**src/hdl/msct_pkg.sv**
```systemverilog
`default_nettype none

package msct_pkg;

	// Fixed field widths of the item and result.
	localparam int DUR_W   = 15;
	localparam int EV_W    = 16;
	localparam int IDX_W   = 4;
	localparam int TALLY_W = 4;
	localparam int PER_W   = 4;

	localparam logic [TALLY_W-1:0] TALLY_MAX = 4'd15;

	// Item operation codes.
	typedef enum logic [1:0] {
		MODE_SET    = 2'd0,
		MODE_TICK   = 2'd1,
		MODE_FETCH  = 2'd2,
		MODE_REMOVE = 2'd3
	} mode_t;

	// Controller states.
	typedef enum logic [1:0] {
		ST_IDLE,
		ST_SET_WALK,
		ST_RAM_WALK,
		ST_RESULT
	} state_t;

	// Commands from the controller to the datapath.
	typedef struct packed {
		logic load;
		logic set_step;
		logic ram_step;
		logic finish;
	} cmd_t;

	// Status from the datapath to the controller.
	typedef struct packed {
		logic set_done;
		logic ram_done;
	} sts_t;

endpackage

`default_nettype wire

```
**src/hdl/multi_slot_countdown_timer_table.sv**
```systemverilog
// Table of one-shot countdown timers driven by a periodic hardware timer.
// Input channel: an item (mode, duration, event_value, slot_index) is taken at
// a rising edge where start is high and busy is low. Modes: set claims the
// lowest free slot, tick counts down every live slot by the elapsed period,
// fetch returns the next expired slot from the scan cursor, remove frees a slot.
// Output channel: each item gives exactly one result, shown for a single cycle
// while done is high; the receiver cannot hold it off, so it must sample then.
// Remove goes straight to the result state; set walks the slot flags upward from
// slot zero to the lowest free slot, tick walks every slot, and fetch walks from the
// cursor until it meets an expired slot or passes the last one.
// The walk over slots is one slot per cycle; tick and fetch read the slots
// through the single read port of the remaining-time RAM.
// Busy stays high from acceptance until the result cycle; one item is handled
// at a time, and a new one may be accepted at the edge that ends the result.
// Reset (arst_n low) frees all slots at once through per-slot valid flags, sets
// the period to MAX_PERIOD, the elapsed period to one second, the cursor and
// expired count to zero. No clearing pass is needed after reset.
`default_nettype none

module multi_slot_countdown_timer_table
	import msct_pkg::*;
#(
	parameter int SLOTS      = 10,
	parameter int MAX_PERIOD = 8
) (
	input  wire logic                   clk,
	input  wire logic                   arst_n,
	input  wire logic                   start,
	output logic                        busy,
	input  wire logic [1:0]             mode,
	input  wire logic [DUR_W-1:0]       duration,
	input  wire logic signed [EV_W-1:0] event_value,
	input  wire logic [IDX_W-1:0]       slot_index,
	output logic                        done,
	output logic [IDX_W-1:0]            slot_out,
	output logic                        slot_ok,
	output logic signed [EV_W-1:0]      event_out,
	output logic                        event_found,
	output logic [TALLY_W-1:0]          pending_expired,
	output logic [PER_W-1:0]            period_seconds,
	output logic                        period_changed
);

	cmd_t cmd;
	sts_t sts;

	msct_ctrl u_ctrl (
		.clk    (clk),
		.arst_n (arst_n),
		.start  (start),
		.mode   (mode_t'(mode)),
		.sts    (sts),
		.cmd    (cmd),
		.busy   (busy)
	);

	msct_dp #(.SLOTS(SLOTS), .MAX_PERIOD(MAX_PERIOD)) u_dp (
		.clk             (clk),
		.arst_n          (arst_n),
		.cmd             (cmd),
		.sts             (sts),
		.mode            (mode_t'(mode)),
		.duration        (duration),
		.event_value     (event_value),
		.slot_index      (slot_index),
		.done            (done),
		.slot_out        (slot_out),
		.slot_ok         (slot_ok),
		.event_out       (event_out),
		.event_found     (event_found),
		.pending_expired (pending_expired),
		.period_seconds  (period_seconds),
		.period_changed  (period_changed)
	);

	// A result is only shown once the controller has returned to idle.
	a_done_idle: assert property (@(posedge clk) disable iff (!arst_n)
		done |-> !busy)
		else $error("result strobe while controller busy");

	// An accepted item always occupies the controller in the next cycle.
	a_accept_busy: assert property (@(posedge clk) disable iff (!arst_n)
		(start && !busy) |=> busy)
		else $error("accepted item did not raise busy");

	// A set result and a fetch result never mix.
	a_one_kind: assert property (@(posedge clk) disable iff (!arst_n)
		done |-> !(slot_ok && event_found))
		else $error("result claims both a slot and an event");

	// The programmed period never exceeds the cap.
	a_period_cap: assert property (@(posedge clk) disable iff (!arst_n)
		done |-> (32'(period_seconds) <= MAX_PERIOD))
		else $error("period above cap");

endmodule

`default_nettype wire

```
**src/hdl/msct_ram.sv**
```systemverilog
`default_nettype none

module msct_ram #(
	parameter int WIDTH = 16,
	parameter int DEPTH = 10
) (
	input  wire logic                                  clk,
	input  wire logic                                  we,
	input  wire logic [(DEPTH > 1 ? $clog2(DEPTH) : 1)-1:0] waddr,
	input  wire logic [WIDTH-1:0]                      wdata,
	input  wire logic                                  re,
	input  wire logic [(DEPTH > 1 ? $clog2(DEPTH) : 1)-1:0] raddr,
	output logic      [WIDTH-1:0]                      rdata
);

	logic [WIDTH-1:0] mem_q [DEPTH];

	// One write port and one registered read port.
	always_ff @(posedge clk) begin
		if (we) begin
			mem_q[waddr] <= wdata;
		end
		if (re) begin
			rdata <= mem_q[raddr];
		end
	end

endmodule

`default_nettype wire

```
**src/hdl/msct_ctrl.sv**
```systemverilog
`default_nettype none

module msct_ctrl
	import msct_pkg::*;
(
	input  wire logic  clk,
	input  wire logic  arst_n,
	input  wire logic  start,
	input  wire mode_t mode,
	input  wire sts_t  sts,
	output cmd_t       cmd,
	output logic       busy
);

	state_t state_q, state_d;

	// State register.
	always_ff @(posedge clk or negedge arst_n) begin
		if (!arst_n) begin
			state_q <= ST_IDLE;
		end else begin
			state_q <= state_d;
		end
	end

	// Next state.
	always_comb begin
		state_d = state_q;
		case (state_q)
			ST_IDLE: begin
				if (start) begin
					case (mode)
						MODE_SET:    state_d = ST_SET_WALK;
						MODE_TICK:   state_d = ST_RAM_WALK;
						MODE_FETCH:  state_d = ST_RAM_WALK;
						MODE_REMOVE: state_d = ST_RESULT;
						default:     state_d = ST_RESULT;
					endcase
				end
			end
			ST_SET_WALK: begin
				if (sts.set_done) begin
					state_d = ST_RESULT;
				end
			end
			ST_RAM_WALK: begin
				if (sts.ram_done) begin
					state_d = ST_RESULT;
				end
			end
			ST_RESULT: state_d = ST_IDLE;
			default:   state_d = ST_IDLE;
		endcase
	end

	// Commands and busy flag.
	always_comb begin
		cmd          = '0;
		busy         = 1'b1;
		case (state_q)
			ST_IDLE: begin
				busy     = 1'b0;
				cmd.load = start;
			end
			ST_SET_WALK: cmd.set_step = 1'b1;
			ST_RAM_WALK: cmd.ram_step = 1'b1;
			ST_RESULT:   cmd.finish   = 1'b1;
			default:     busy         = 1'b1;
		endcase
	end

endmodule

`default_nettype wire

```
**src/hdl/msct_dp.sv**
```systemverilog
`default_nettype none

module msct_dp
	import msct_pkg::*;
#(
	parameter int SLOTS      = 10,
	parameter int MAX_PERIOD = 8
) (
	input  wire logic                     clk,
	input  wire logic                     arst_n,
	input  wire cmd_t                     cmd,
	output sts_t                          sts,
	input  wire mode_t                    mode,
	input  wire logic [DUR_W-1:0]         duration,
	input  wire logic signed [EV_W-1:0]   event_value,
	input  wire logic [IDX_W-1:0]         slot_index,
	output logic                          done,
	output logic [IDX_W-1:0]              slot_out,
	output logic                          slot_ok,
	output logic signed [EV_W-1:0]        event_out,
	output logic                          event_found,
	output logic [TALLY_W-1:0]            pending_expired,
	output logic [PER_W-1:0]              period_seconds,
	output logic                          period_changed
);

	localparam int IW = (SLOTS > 1) ? $clog2(SLOTS) : 1;
	localparam int CW = $clog2(SLOTS + 1);

	// Captured item fields.
	mode_t            mode_q;
	logic [DUR_W-1:0] dur_q;
	logic [EV_W-1:0]  ev_q;
	logic [IDX_W-1:0] sidx_q;

	// Walk control and slot flags.
	logic [CW-1:0]    cnt_q;
	logic             v_s1;
	logic [IW-1:0]    idx_s1;
	logic [SLOTS-1:0] live_q;

	// Timer state.
	logic [PER_W-1:0]   elapsed_q;
	logic [PER_W-1:0]   next_q;
	logic [CW-1:0]      cursor_q;
	logic [TALLY_W-1:0] tally_q;

	// Per-item scratch.
	logic [PER_W-1:0] nxt_q;
	logic             found_q;
	logic             ok_q;
	logic [IW-1:0]    slot_q;
	logic             changed_q;
	logic [EV_W-1:0]  fev_q;

	// Memory ports.
	logic [DUR_W-1:0] rem_rd;
	logic [EV_W-1:0]  ev_rd;
	logic             rem_we;
	logic [IW-1:0]    rem_waddr;
	logic [DUR_W-1:0] rem_wdata;
	logic             rd_en;

	logic             issue_ok;
	logic [IW-1:0]    cnt_ix;
	logic             set_free;
	logic             s1_live;
	logic             tick_hit;
	logic             fetch_hit;
	logic [DUR_W-1:0] tick_r;
	logic             remove_ok;
	logic [TALLY_W-1:0] tally_fin;
	logic [PER_W-1:0]   period_fin;

	// Walk decode: set checks the flags directly, tick and fetch go through the RAM.
	always_comb begin
		issue_ok  = cnt_q < CW'(SLOTS);
		cnt_ix    = cnt_q[IW-1:0];
		set_free  = issue_ok && !live_q[cnt_ix];
		s1_live   = live_q[idx_s1];
		tick_hit  = v_s1 && s1_live && (rem_rd != '0) && (mode_q == MODE_TICK);
		fetch_hit = v_s1 && s1_live && (rem_rd == '0) && (mode_q == MODE_FETCH);
		if (rem_rd <= DUR_W'(elapsed_q)) begin
			tick_r = '0;
		end else begin
			tick_r = rem_rd - DUR_W'(elapsed_q);
		end
		sts.set_done = !issue_ok || set_free;
		sts.ram_done = fetch_hit || (!issue_ok && !v_s1);
		remove_ok    = 32'(sidx_q) < SLOTS;
		rd_en        = cmd.ram_step && issue_ok;
	end

	// Remaining-time write port is shared by set and tick.
	always_comb begin
		rem_we    = 1'b0;
		rem_waddr = idx_s1;
		rem_wdata = tick_r;
		if (cmd.set_step && set_free) begin
			rem_we    = 1'b1;
			rem_waddr = cnt_ix;
			rem_wdata = dur_q;
		end else if (cmd.ram_step && tick_hit) begin
			rem_we = 1'b1;
		end
	end

	// Values committed at the end of the item.
	always_comb begin
		tally_fin  = tally_q;
		period_fin = next_q;
		if (mode_q == MODE_FETCH && !found_q) begin
			tally_fin = '0;
		end
		if (mode_q == MODE_TICK) begin
			period_fin = nxt_q;
		end
	end

	msct_ram #(.WIDTH(DUR_W), .DEPTH(SLOTS)) u_rem_ram (
		.clk   (clk),
		.we    (rem_we),
		.waddr (rem_waddr),
		.wdata (rem_wdata),
		.re    (rd_en),
		.raddr (cnt_ix),
		.rdata (rem_rd)
	);

	msct_ram #(.WIDTH(EV_W), .DEPTH(SLOTS)) u_ev_ram (
		.clk   (clk),
		.we    (cmd.set_step && set_free),
		.waddr (cnt_ix),
		.wdata (ev_q),
		.re    (rd_en),
		.raddr (cnt_ix),
		.rdata (ev_rd)
	);

	// Item payload capture and result values.
	always_ff @(posedge clk) begin
		if (cmd.load) begin
			mode_q <= mode;
			dur_q  <= duration;
			ev_q   <= event_value;
			sidx_q <= slot_index;
		end
		idx_s1 <= cnt_ix;
		if (cmd.set_step && set_free) begin
			slot_q <= cnt_ix;
		end
		if (cmd.ram_step && fetch_hit) begin
			fev_q <= ev_rd;
		end
		if (cmd.finish) begin
			slot_out        <= ok_q ? IDX_W'(slot_q) : '0;
			slot_ok         <= ok_q;
			event_out       <= found_q ? fev_q : '0;
			event_found     <= found_q;
			pending_expired <= tally_fin;
			period_seconds  <= period_fin;
			period_changed  <= (mode_q == MODE_TICK) || changed_q;
		end
	end

	// Control and timer state.
	always_ff @(posedge clk or negedge arst_n) begin
		if (!arst_n) begin
			cnt_q     <= '0;
			v_s1      <= 1'b0;
			live_q    <= '0;
			elapsed_q <= PER_W'(1);
			next_q    <= PER_W'(MAX_PERIOD);
			cursor_q  <= '0;
			tally_q   <= '0;
			nxt_q     <= PER_W'(MAX_PERIOD);
			found_q   <= 1'b0;
			ok_q      <= 1'b0;
			changed_q <= 1'b0;
			done      <= 1'b0;
		end else begin
			done <= cmd.finish;
			v_s1 <= rd_en;

			// Start of an item.
			if (cmd.load) begin
				cnt_q     <= (mode == MODE_FETCH) ? cursor_q : '0;
				nxt_q     <= PER_W'(MAX_PERIOD);
				found_q   <= 1'b0;
				ok_q      <= 1'b0;
				changed_q <= 1'b0;
				if (mode == MODE_TICK) begin
					cursor_q <= '0;
				end
			end

			// Search for the lowest free slot.
			if (cmd.set_step) begin
				if (set_free) begin
					live_q[cnt_ix] <= 1'b1;
					ok_q           <= 1'b1;
					if (dur_q < DUR_W'(next_q)) begin
						next_q    <= dur_q[PER_W-1:0];
						elapsed_q <= dur_q[PER_W-1:0];
						changed_q <= 1'b1;
					end
				end else if (issue_ok) begin
					cnt_q <= cnt_q + 1'b1;
				end
			end

			// Tick countdown and fetch scan over the RAM.
			if (cmd.ram_step) begin
				if (issue_ok) begin
					cnt_q <= cnt_q + 1'b1;
				end
				if (tick_hit) begin
					if (tick_r == '0) begin
						if (tally_q != TALLY_MAX) begin
							tally_q <= tally_q + 1'b1;
						end
					end else if (tick_r < DUR_W'(nxt_q)) begin
						nxt_q <= tick_r[PER_W-1:0];
					end
				end
				if (fetch_hit) begin
					live_q[idx_s1] <= 1'b0;
					found_q        <= 1'b1;
					cursor_q       <= CW'(idx_s1);
					if (tally_q != '0) begin
						tally_q <= tally_q - 1'b1;
					end
				end
			end

			// End of the item.
			if (cmd.finish) begin
				tally_q <= tally_fin;
				next_q  <= period_fin;
				if (mode_q == MODE_TICK) begin
					elapsed_q <= nxt_q;
				end
				if (mode_q == MODE_FETCH && !found_q) begin
					cursor_q <= CW'(SLOTS);
				end
				if (mode_q == MODE_REMOVE && remove_ok) begin
					live_q[IW'(sidx_q)] <= 1'b0;
				end
			end
		end
	end

endmodule

`default_nettype wire
```
**config.mk**
```make
export PLATFORM = sky130hd
export DESIGN_NAME = multi_slot_countdown_timer_table
export DESIGN_NICKNAME = d
export VERILOG_FILES = /design/src/hdl/msct_pkg.sv /design/src/hdl/multi_slot_countdown_timer_table.sv /design/src/hdl/msct_ram.sv /design/src/hdl/msct_ctrl.sv /design/src/hdl/msct_dp.sv
export SDC_FILE = /design/constraint.sdc
export NUM_CORES = 1
export LEC_CHECK = 0
export BUFFER_PORTS_ARGS = -buffer_cell sky130_fd_sc_hd__buf_2
export CAP_MARGIN = 5
export CELL_PAD_IN_SITES_DETAIL_PLACEMENT = 1
export CELL_PAD_IN_SITES_GLOBAL_PLACEMENT = 2
export CORE_ASPECT_RATIO = 0.9
export CORE_UTILIZATION = 30
export DETAILED_ROUTE_END_ITERATION = 7
export GPL_TIMING_DRIVEN = 0
export HOLD_SLACK_MARGIN = 0.06
export PLACE_DENSITY_LB_ADDON = 0.12
export SLEW_MARGIN = 40
export SYNTH_ARGS = -nofsm -noshare
export SYNTH_HDL_FRONTEND = slang
export SYNTH_HIERARCHICAL = 1
export SYNTH_SLANG_ARGS = --single-unit
```
**constraint.sdc**
```tcl
create_clock -name clk -period 10.95 [get_ports clk]
set_clock_uncertainty 0.15 [all_clocks]
set_input_delay 1.6425 -clock clk [delete_from_list [all_inputs] [get_ports clk]]
set_output_delay 1.6425 -clock clk [all_outputs]
set_load 0.1 [all_outputs]
```
**Yosys cells after proc, flatten, opt, wreduce, memory -nomap -nowiden**

Memory sizes are Yosys's and may differ from the RTL's. A register that Yosys moved wholly into a read port is not among the register bits.
Index checks and enable logic that the tools add are counted.
Widths: inputs -> output; s select.

- Register bits after elaboration: 133
- Bits in writable memories: 310
- Bits of input ports: 40
- Output and inout bits: 33
- Word-level logic and storage cells: 179
- Memories: 2

Memories:

| memory | words | width | rd ports | clocked after Yosys merged registers in | write ports | line | text |
|---|---|---|---|---|---|---|---|
| u_dp.u_ev_ram.mem_q | 10 | 16 | 1 | 1 | 1 | msct_ram.sv:16 | `logic [WIDTH-1:0] mem_q [DEPTH];` |
| u_dp.u_rem_ram.mem_q | 10 | 15 | 1 | 1 | 1 | msct_ram.sv:16 |  |

- Add/sub/neg operators: 4
- $lt $le $gt $ge: 11
- Eq/ne operators: 13
- Mux-type cells: 81
- Bitwise logic cells: 5
- Reduce and logical (&&, ||, !) cells: 36

Operator list:

| cell | number |
|---|---|
| $mux 4 | 37 |
| $mux 10 | 6 |
| $logic_not 15->1 | 2 |
| $lt 15x4->1 | 2 |
| $mux 15 | 2 |
| $mux 1 | 26 |
| $and 10x10->10 | 2 |
| $not 10->10 | 2 |
| $logic_and 1x1->1 | 16 |
| $le 15x4->1 | 1 |
| $lt 4x5->1 const B | 3 |
| $reduce_bool 15->1 | 1 |
| $sub 15x4->15 | 1 |
| $demux 1 s4 | 3 |
| $eq 2x2->1 const B | 6 |
| $ge 4x1->1 const B | 3 |
| $or 10x10->10 | 1 |
| $add 4x1->4 const B | 2 |
| $bmux 1 s4 | 2 |
| $lt 4x4->1 const B | 2 |
| $pmux 2 s4 | 1 |
| $reduce_bool 2->1 | 4 |
| $eq 2x1->1 const B | 3 |
| $mux 2 | 3 |
| other kinds (10) | 19 |

**Depth between registers and ports, before layout**

Gate-level depths: netlist of run 1.

- Depth after elaboration: 13
- Depth in mapped cells: 13
- Gate-level depth less buffers: 12

**Cells and area by module**

Netlist of run 1, hierarchy kept.

By module, submodules not included:

| module | instances | cells an instance | area an instance (sq um) | seq. area each (sq um) |
|---|---|---|---|---|
| msct_ram at u_dp.u_ev_ram | 1 | 358 | 6,872.8 | 5,285.1 |
| msct_ram at u_dp.u_rem_ram | 1 | 335 | 6,406.1 | 4,954.8 |
| msct_dp | 1 | 531 | 6,293.5 | 3,702.3 |
| msct_ctrl | 1 | 24 | 211.5 | 50.0 |

**Least setup slack after synthesis of run 1**

No wires, ideal clock.

- Path type: input-to-reg
- Start: in start
- End: reg u_dp.cnt_q[3] (netlist: u_dp/cnt_ix[3])
- Library setup time: 73 ps
- Arrival time: 4,935 ps
- Data required time: 10,727 ps
- Path slack: 5,793 ps
- Stages: 7
- Path buffers: 0
- Path through: inv_1 > nor2_1 > clkinv_1 > nor3b_1 > a22o_1 > a221oi_1 > nor2_1

RTL lines:

| item | line | text |
|---|---|---|
| from (decl) | multi_slot_countdown_timer_table.sv:28 | `input wire logic start,` |
| to (signal assigned) | msct_dp.sv:187 | `cnt_q <= (mode == MODE_FETCH) ? cursor_q : '0;` |
| to (signal assigned) | msct_dp.sv:208 | `cnt_q <= cnt_q + 1'b1;` |
| to (signal assigned) | msct_dp.sv:215 | `cnt_q <= cnt_q + 1'b1;` |
| to (decl) | msct_dp.sv:37 | `logic [CW-1:0] cnt_q;` |

**Worst setup path in the final report of run 1**

- Start: reg u_dp.cnt_q[0] (netlist: u_dp/cnt_ix[0])
- End: mem u_dp/u_rem_ram/mem_q[9][13] (netlist bit), enable pin

- Elaborated cells on any way between the ends: 10
- Those cells by class: order compare (1); mux (6); reduce/logical (3)

RTL lines:

| item | line | text |
|---|---|---|
| $bmux 1 s4 | msct_dp.sv:79 | `set_free = issue_ok && !live_q[cnt_ix];` |
| $mux 1 (implied by the code) | msct_dp.sv:79 |  |
| $logic_not 1->1 | msct_dp.sv:79 |  |
| $logic_and 1x1->1 (*) | msct_dp.sv:79 |  |
| $logic_and 1x1->1 (*) | msct_dp.sv:99 | `if (cmd.set_step && set_free) begin` |
| $mux 4 (*) | msct_dp.sv:99 |  |
| net u_dp.rem_waddr[1] | msct_dp.sv:60 | `logic [IW-1:0] rem_waddr;` |
| to (decl) | msct_ram.sv:16 |  |

Mark *: on every way through the listed nets, which the timed path passes. The rest lies on a longest branch. The select of a mux whose other input is x is not followed.

==> metrics.md, run 1 <==
| Metric | Value |
|---|---|
| Status | `finished, final reports clean` |
| Synth Flop Type | `edfxtp_1` |
| Final slew viol count | `0` |
| Hold WC Path Type | `reg -> reg` |
| Post-synthesis mux area share | `10.1%` |
| Core Box Area | `0.0646 sq mm` |
| Worst-path clk slew | `0.06 ns` |
| Drt drc | `0` |
| Top post-synthesis cells by area | `edfxtp_1 (65%), mux2_2 (5.2%), dfrtp_1 (4.8%), mux2i_1 (4.1%), o31ai_2 (1.7%)` |
| WP data required | `11.11 ns` |
| Synth cell count leaders | `edfxtp_1 (429), mux2_2 (91), nand2_1 (86), mux2i_1 (81), nor2_1 (56)` |
| Initial antenna violation count | `6` |
| CTS tree | `done` |
| Final Core Density | `36.7%` |
| Clk_lat worst skew | `0.62 ns` |
| CTS max path bufs | `3` |
| Tot GR Track Use | `16.0%` |
| RSZ-0062 raised after global routing | `no` |
| Syn avg cell area | `15.9 sq um` |
| Die height | `246 um` |
| Boundary Pins | `73` |
| Worst r2r path cells | `12` |
| Vias per std cell | `4.81` |
| GRT overflow | `0` |
| NumNets Final | `1470` |
| Die area | `0.0670 sq mm` |
| H-tree levels | `2` |
| Simple-gate share of the synthesized area | `6.98%` |
| DP HPWL | `36900 um` |
| First-pass GRT wire length | `78700 um` |
| Final setup TNS | `0 ns` |
| Async set-or-reset flop fraction in the synthesized netlist | `8.65%` |
| # Post-CTS Setup Buffers | `0` |
| Least-Margin Pin Slew | `0.853 ns` |
| Synth Instances | `1248` |
| Ys Warns | `6` |
| Main combinational cell family by area after synthesis | `multiplexers` |
| Xor and xnor area share after synthesis | `0.531%` |
| Layout cells sized above 1 | `26.8%` |
| Buffers on Ports | `72` |
| Post-synth EDFFs | `429` |
| Post-layout min period | `5.32 ns` |
| Cell Count, Final, Fillers Out | `2305` |
| Rel. slew slack | `42.7%` |
| Sink Count | `474` |
| Worst setup SP type | `register` |
| Top fanout value on the critical path | `15` |
| Critical Path AT | `5.48 ns` |
| Adder-cell share of the synthesized area | `1.49%` |
| First DRT Iteration DRCs | `648` |
| Seq cells post-synth | `474` |
| Hold Buf Count CTS | `0` |
| Leak pwr | `8.17 nW` |
| Largest net degree at the start of global routing | `42` |
| Vias in the first global route | `11900` |
| Routability cong. | `0.770` |
| Register area share after synthesis | `70.7%` |
| Post-synth cell types | `78` |
| PwrDens | `305 mW/mm^2` |
| TritonRoute pass-1 iters | `5` |
| CP Capture Type | `register` |
| Synthesis-to-finish area growth | `19.8%` |
| Most common cell in the netlist | `edfxtp_1` |
| Post-Syn Area | `0.0198 sq mm` |
| Max rail drop VDD | `0.000168 V` |
| Fin. Hold Viols | `0` |
| Synth area leader | `edfxtp_1` |
| Die Width | `273 um` |
| Post-CTS Resized | `0` |
| Inserted Clock Buffers | `53` |
| Synth top area share | `65.1%` |
| FP Rows | `88` |
| Starting Density | `30.6%` |
| WHS | `0.270 ns` |
| Crit share post-route | `48.6%` |
| Design Power | `7.24 mW` |
| Inst Count DP | `2207` |
| Crit path kind | `reg -> reg` |
| Net count after synthesis | `1311` |
| Compound-Gate Fraction of Synth Area | `7.91%` |
| MaxCap Viol Count | `0` |
| CTS Root Cell | `clkbuf_16` |
| Fmax | `188 MHz` |
| Routed via count | `11100` |
| Worst hold stages | `0` |
| ANT nets after route | `0` |
| WL/cell | `23.0 um` |
| Final setup viols | `0` |
| Routed wire length | `52900 um` |
| Total inserted antenna cells | `0` |
==> critical path: stages (launching register included) <==
cell	delay, ns
dfrtp_1	0.85
buf_2	0.35
mux4_2	0.52
mux2i_1	0.17
o22a_1	0.25
nand3_1	0.25
buf_2	0.29
inv_2	0.17
clkbuf_1	0.64
o21ai_1	0.38
nand2b_1	0.38
nor2_4	0.38
buf_8	0.21
==> where the power goes <==
part	switching, mW	internal, mW
clock network	0.735	1.05
registers	0.205	2.59
logic	1.81	0.849
==> registers in the layout, summed over array words and instances (netlist names), 10 cells and up <==
name / flops
u_dp/u_ev_ram/mem_q: 160
u_dp/u_rem_ram/mem_q: 150
u_dp/ev_q: 16
u_dp/event_out: 16
u_dp/fev_q: 16
u_dp/u_ev_ram/rdata: 16
u_dp/dur_q: 15
u_dp/u_rem_ram/rdata: 15
u_dp/live_q: 10
==> routing by layer <==
metal  wire [um]  vias up  track usage [%]
li1            -     5160                -
met1       26300     5694             23.4
met2       23800      169             24.7
met3        1800       66             2.45
met4        1020        0             4.25
met5           0        -                0
==> worst paths after layout <==
check | startpoint | slack, ns | endpoint
setup / recovery | u_dp/cnt_ix[0]$_DFF_PN0_ | 5.63 | u_dp/u_rem_ram/mem_q[9][13]$_DFFE_PP_
hold / removal | u_dp/u_ev_ram/rdata[4]$_DFFE_PP_ | 0.27 | u_dp/fev_q[4]$_DFFE_PP_
setup reg to reg | u_dp/cnt_ix[0]$_DFF_PN0_ | 5.63 | u_dp/u_rem_ram/mem_q[9][13]$_DFFE_PP_
hold reg to reg | u_dp/u_ev_ram/rdata[4]$_DFFE_PP_ | 0.27 | u_dp/fev_q[4]$_DFFE_PP_
max in group asynchronous | arst_n | 9.32 | u_dp/cnt_ix[1]$_DFF_PN0_
min in group asynchronous | arst_n | 0.89 | u_dp/done$_DFF_PN0_
==> logic make-up after synthesis <==
group / count (synthesis)
flip-flops: 474
AND/OR/NAND/NOR: 270
AO/OA/AOI/OAI: 199
multiplexers: 184
buffers and inverters: 86
adder cells (fa/ha/maj): 23
XOR/XNOR: 12
==> metrics by stage <==
| stage | setup slack, ns | area [sq um] |
|---|---|---|
| 2_1_floorplan | 5.79 | 19800 |
| 3_3_place_gp | 2.08 | 21200 |
| 3_5_place_dp | 5.28 | 21900 |
| 4_1_cts | 5.25 | 23600 |
| 5_1_grt | 5.33 | 23700 |
| 6_report | 5.63 | 23700 |
==> cells in the final DEF (no fill, tap or decap), types with 8 or more instances in the layout <==
cell       instances
nand2_1           86
clkbuf_16         53
nor4_1             8
mux2i_1           81
mux2_2            91
nor2b_1            9
nor2_4            15
clkbuf_1          25
a211oi_1          12
inv_1             31
edfxtp_1         429
o31ai_2           28
o31ai_4            9
o22ai_1           34
nand2b_1          15
a22o_1            32
mux2_1             9
buf_8             12
o21ai_0            8
nor3_1            12
nand3_1           16
clkinv_1          20
ha_1              21
a21oi_1           25
buf_4             19
nor2_1            41
dfrtp_1           37
buf_2             89
and2_1            21
==> final cells by class <==
type,count,area (sq um)
Timing Repair Buffer,104,778
Multi-Input combinational cell,688,5660
Inverter,34,128
Buffer,52,322
Clock inverter,36,387
Fill cell,6538,40900
Sequential cell,474,14000
Clock buffer,62,1360
Tap cell,855,1070
Note: power is estimated with default switching activity, not from simulation.
==> run 2: changes to the inputs <==
==> constraint.sdc (replaced) <==
create_clock -name clk -period 5.5 [get_ports clk]
set_clock_uncertainty 0.15 [all_clocks]
set_input_delay 0.825 -clock clk [delete_from_list [all_inputs] [get_ports clk]]
set_output_delay 0.825 -clock clk [all_outputs]
set_load 0.1 [all_outputs]
==> run 2 against run 1 <==
Net effect: sequential share of layout area is essentially flat; die area is the same; sequential power rose by 99%; clock-buffer cell count unchanged; flip-flop and latch count stayed put; combinational power increased by 100%; clock power rose by 99%; global-route usage unchanged; setup slack got worse by 5.2 ns; final area about the same; core utilization barely moved; via count about the same.
==> metrics.md, run 2 (synthesis results as in run 1) <==
| Metric | Value |
|---|---|
| R2r setup slk | `0.44 ns` |
| Drt drc | `0` |
| Routability cong. | `0.770` |
| Crit share post-route | `91.9%` |
| Clk_lat worst skew | `0.62 ns` |
| Starting Density | `30.6%` |
| Placed cell area | `0.0219 sq mm` |
| Buffers on Ports | `72` |
| Die area | `0.0670 sq mm` |
| NumNets Final | `1470` |
| CP Capture Type | `register` |
| Hold WC Path Type | `in -> async` |
| WL/cell | `23.0 um` |
| Worst r2r src | `u_dp/cnt_ix[0]$_DFF_PN0_` |
| Leak pwr | `8.17 nW` |
| Max rail drop VDD | `0.000335 V` |
| Routed via count | `11100` |
| Worst-path clk slew | `0.06 ns` |
| Least-Margin Pin Slew | `0.836 ns` |
| Fmax | `198 MHz` |
| Die Width | `273 um` |
| Die height | `246 um` |
| Dpl ws | `-0.169 ns` |
| Tot GR Track Use | `16.0%` |
| PwrDens | `608 mW/mm^2` |
| Boundary Pins | `73` |
| Fin. Hold Viols | `0` |
| ANT nets after route | `0` |
| Post-route cell area | `0.0237 sq mm` |
| # Post-CTS Setup Buffers | `0` |
| Design Power | `14.4 mW` |
| Worst path slowest cell | `clkdlybuf4s15_1` |
| WP data required | `5.66 ns` |
| CP cell instances | `buf_2 > mux4_2 > mux2i_1 > o22a_1 > nand3_1 > buf_2 > inv_2 > clkdlybuf4s15_1 > o21ai_1 > nand2b_1 > nor2_4 > buf_8` |
| MaxCap Viol Count | `0` |
| Synthesis-to-finish area growth | `19.8%` |
| Inserted Clock Buffers | `53` |
| CTS Root Cell | `clkbuf_16` |
| Routed wire length | `53000 um` |
| Most common cell after layout, fill and taps aside | `edfxtp_1` |
| Initial antenna violation count | `6` |
| Final worst slack | `0.444 ns` |
| Final slew viol count | `0` |
| Vias in the first global route | `11900` |
| DP HPWL | `36900 um` |
| H-tree levels | `2` |
| Vias per std cell | `4.81` |
| Status | `finished, final reports clean` |
| Max reg flops | `160` |
| GRT overflow | `0` |
| Largest net degree at the start of global routing | `42` |
| Final setup viols | `0` |
| Core Box Area | `0.0646 sq mm` |
| Hold Buf Count CTS | `0` |
| CTS max path bufs | `3` |
| Biggest regs | `u_dp/u_ev_ram/mem_q: 160 flops, u_dp/u_rem_ram/mem_q: 150 flops` |
| Most frequent cells in the layout | `edfxtp_1 (429), mux2_2 (91), buf_2 (89)` |
| First-pass GRT wire length | `78700 um` |
| Final Core Density | `36.7%` |
| Layout cells sized above 1 | `26.9%` |
| Worst Path Buf+Inv | `5` |
| Sink Count | `474` |
| TritonRoute pass-1 iters | `5` |
| Worst path top cell family by delay | `buffers and inverters` |
| Most common cell on crit path | `buf_2` |
| RSZ-0062 raised after global routing | `no` |
| WHS | `0.0675 ns` |
| Worst reg2reg endpoint | `u_dp/u_rem_ram/mem_q[9][13]$_DFFE_PP_` |
| Critical Path AT | `5.21 ns` |
| Worst r2r path cells | `12` |
| FP Rows | `88` |
| Crit path kind | `reg -> reg` |
| Top fanout value on the critical path | `15` |
| Largest register by flop count | `u_dp/u_ev_ram/mem_q` |
| Total inserted antenna cells | `0` |
| Rel. slew slack | `43.9%` |
| Post-layout min period | `5.06 ns` |
| Crit path largest cell delay | `0.66 ns` |
| Worst setup SP type | `register` |
| First DRT Iteration DRCs | `639` |
| Fill count | `6537` |
| CTS tree | `done` |
==> run 2: cell type report <==
cell class	instances	area [sq um]	share of cell area (%)
clock inverters	36	387	1.63
repair buffers	104	778	3.28
clock buffers	62	1360	5.74
flip-flops and latches	474	14000	59.0
multi-input cells	688	5660	23.9
plain buffers	52	328	1.38
inverters	34	128	0.538
well taps	855	1070	4.51
==> run 2: worst register-to-register path, delay by kind of cell (launching register included) <==
family,cells,cell delay (ns)
simple gates,3,1.01
compound gates,2,0.61
buf+inv,5,1.64
mux,2,0.69
flops,1,0.64
==> run 2: metal layers <==
metal | track usage (%) | share of wire (%) | up-vias | routed length (um)
li1 | - | - | 5160 | -
met1 | 23.4 | 50 | 5701 | 26300
met2 | 24.7 | 45 | 170 | 23900
met3 | 2.45 | 3.4 | 64 | 1820
met4 | 4.25 | 1.8 | 0 | 931
met5 | 0 | 0 | - | 0
==> run 2: worst max-delay path by stage <==
stage	start	end	slack [ns]	cells past startpoint
finish	u_dp/cnt_ix[0]$_DFF_PN0_	u_dp/u_rem_ram/mem_q[9][13]$_DFFE_PP_	0.44	12
global route	u_dp/cnt_ix[0]$_DFF_PN0_	u_dp/u_rem_ram/mem_q[1][5]$_DFFE_PP_	0.18	12
floorplan	u_ctrl/state_q[0]$_DFFE_PN0P_	u_dp/cnt_ix[3]$_DFF_PN0_	0.84	9
detailed placement	u_dp/cnt_ix[0]$_DFF_PN0_	u_dp/u_ev_ram/mem_q[0][0]$_DFFE_PP_	-0.17	13
global placement	start	u_dp/cnt_ix[3]$_DFF_PN0_	-2.55	8
CTS	u_dp/cnt_ix[0]$_DFF_PN0_	u_dp/u_rem_ram/mem_q[1][5]$_DFFE_PP_	0.05	12
==> run 2: stage by stage <==
step	TNS, ns	std cells
global route	0	2305
CTS	0	2305
global placement	-259.26	2175
detailed placement	-1.01	2207
finish	0	2305
floorplan	0	1248
==> run 2: repair_timing <==
| item | in CTS | in global routing |
|---|---|---|
| setup endpoints to repair | 10 | 36 |
| endpoints found under the hold margin | 0 | 0 |
| gates resized for setup | 1 | 3 |
==> run 2: where the power goes <==
part	total [mW]	switching, mW	internal (mW)
clock network	3.56	1.46	2.10
registers	5.57	0.407	5.16
logic	5.29	3.60	1.69
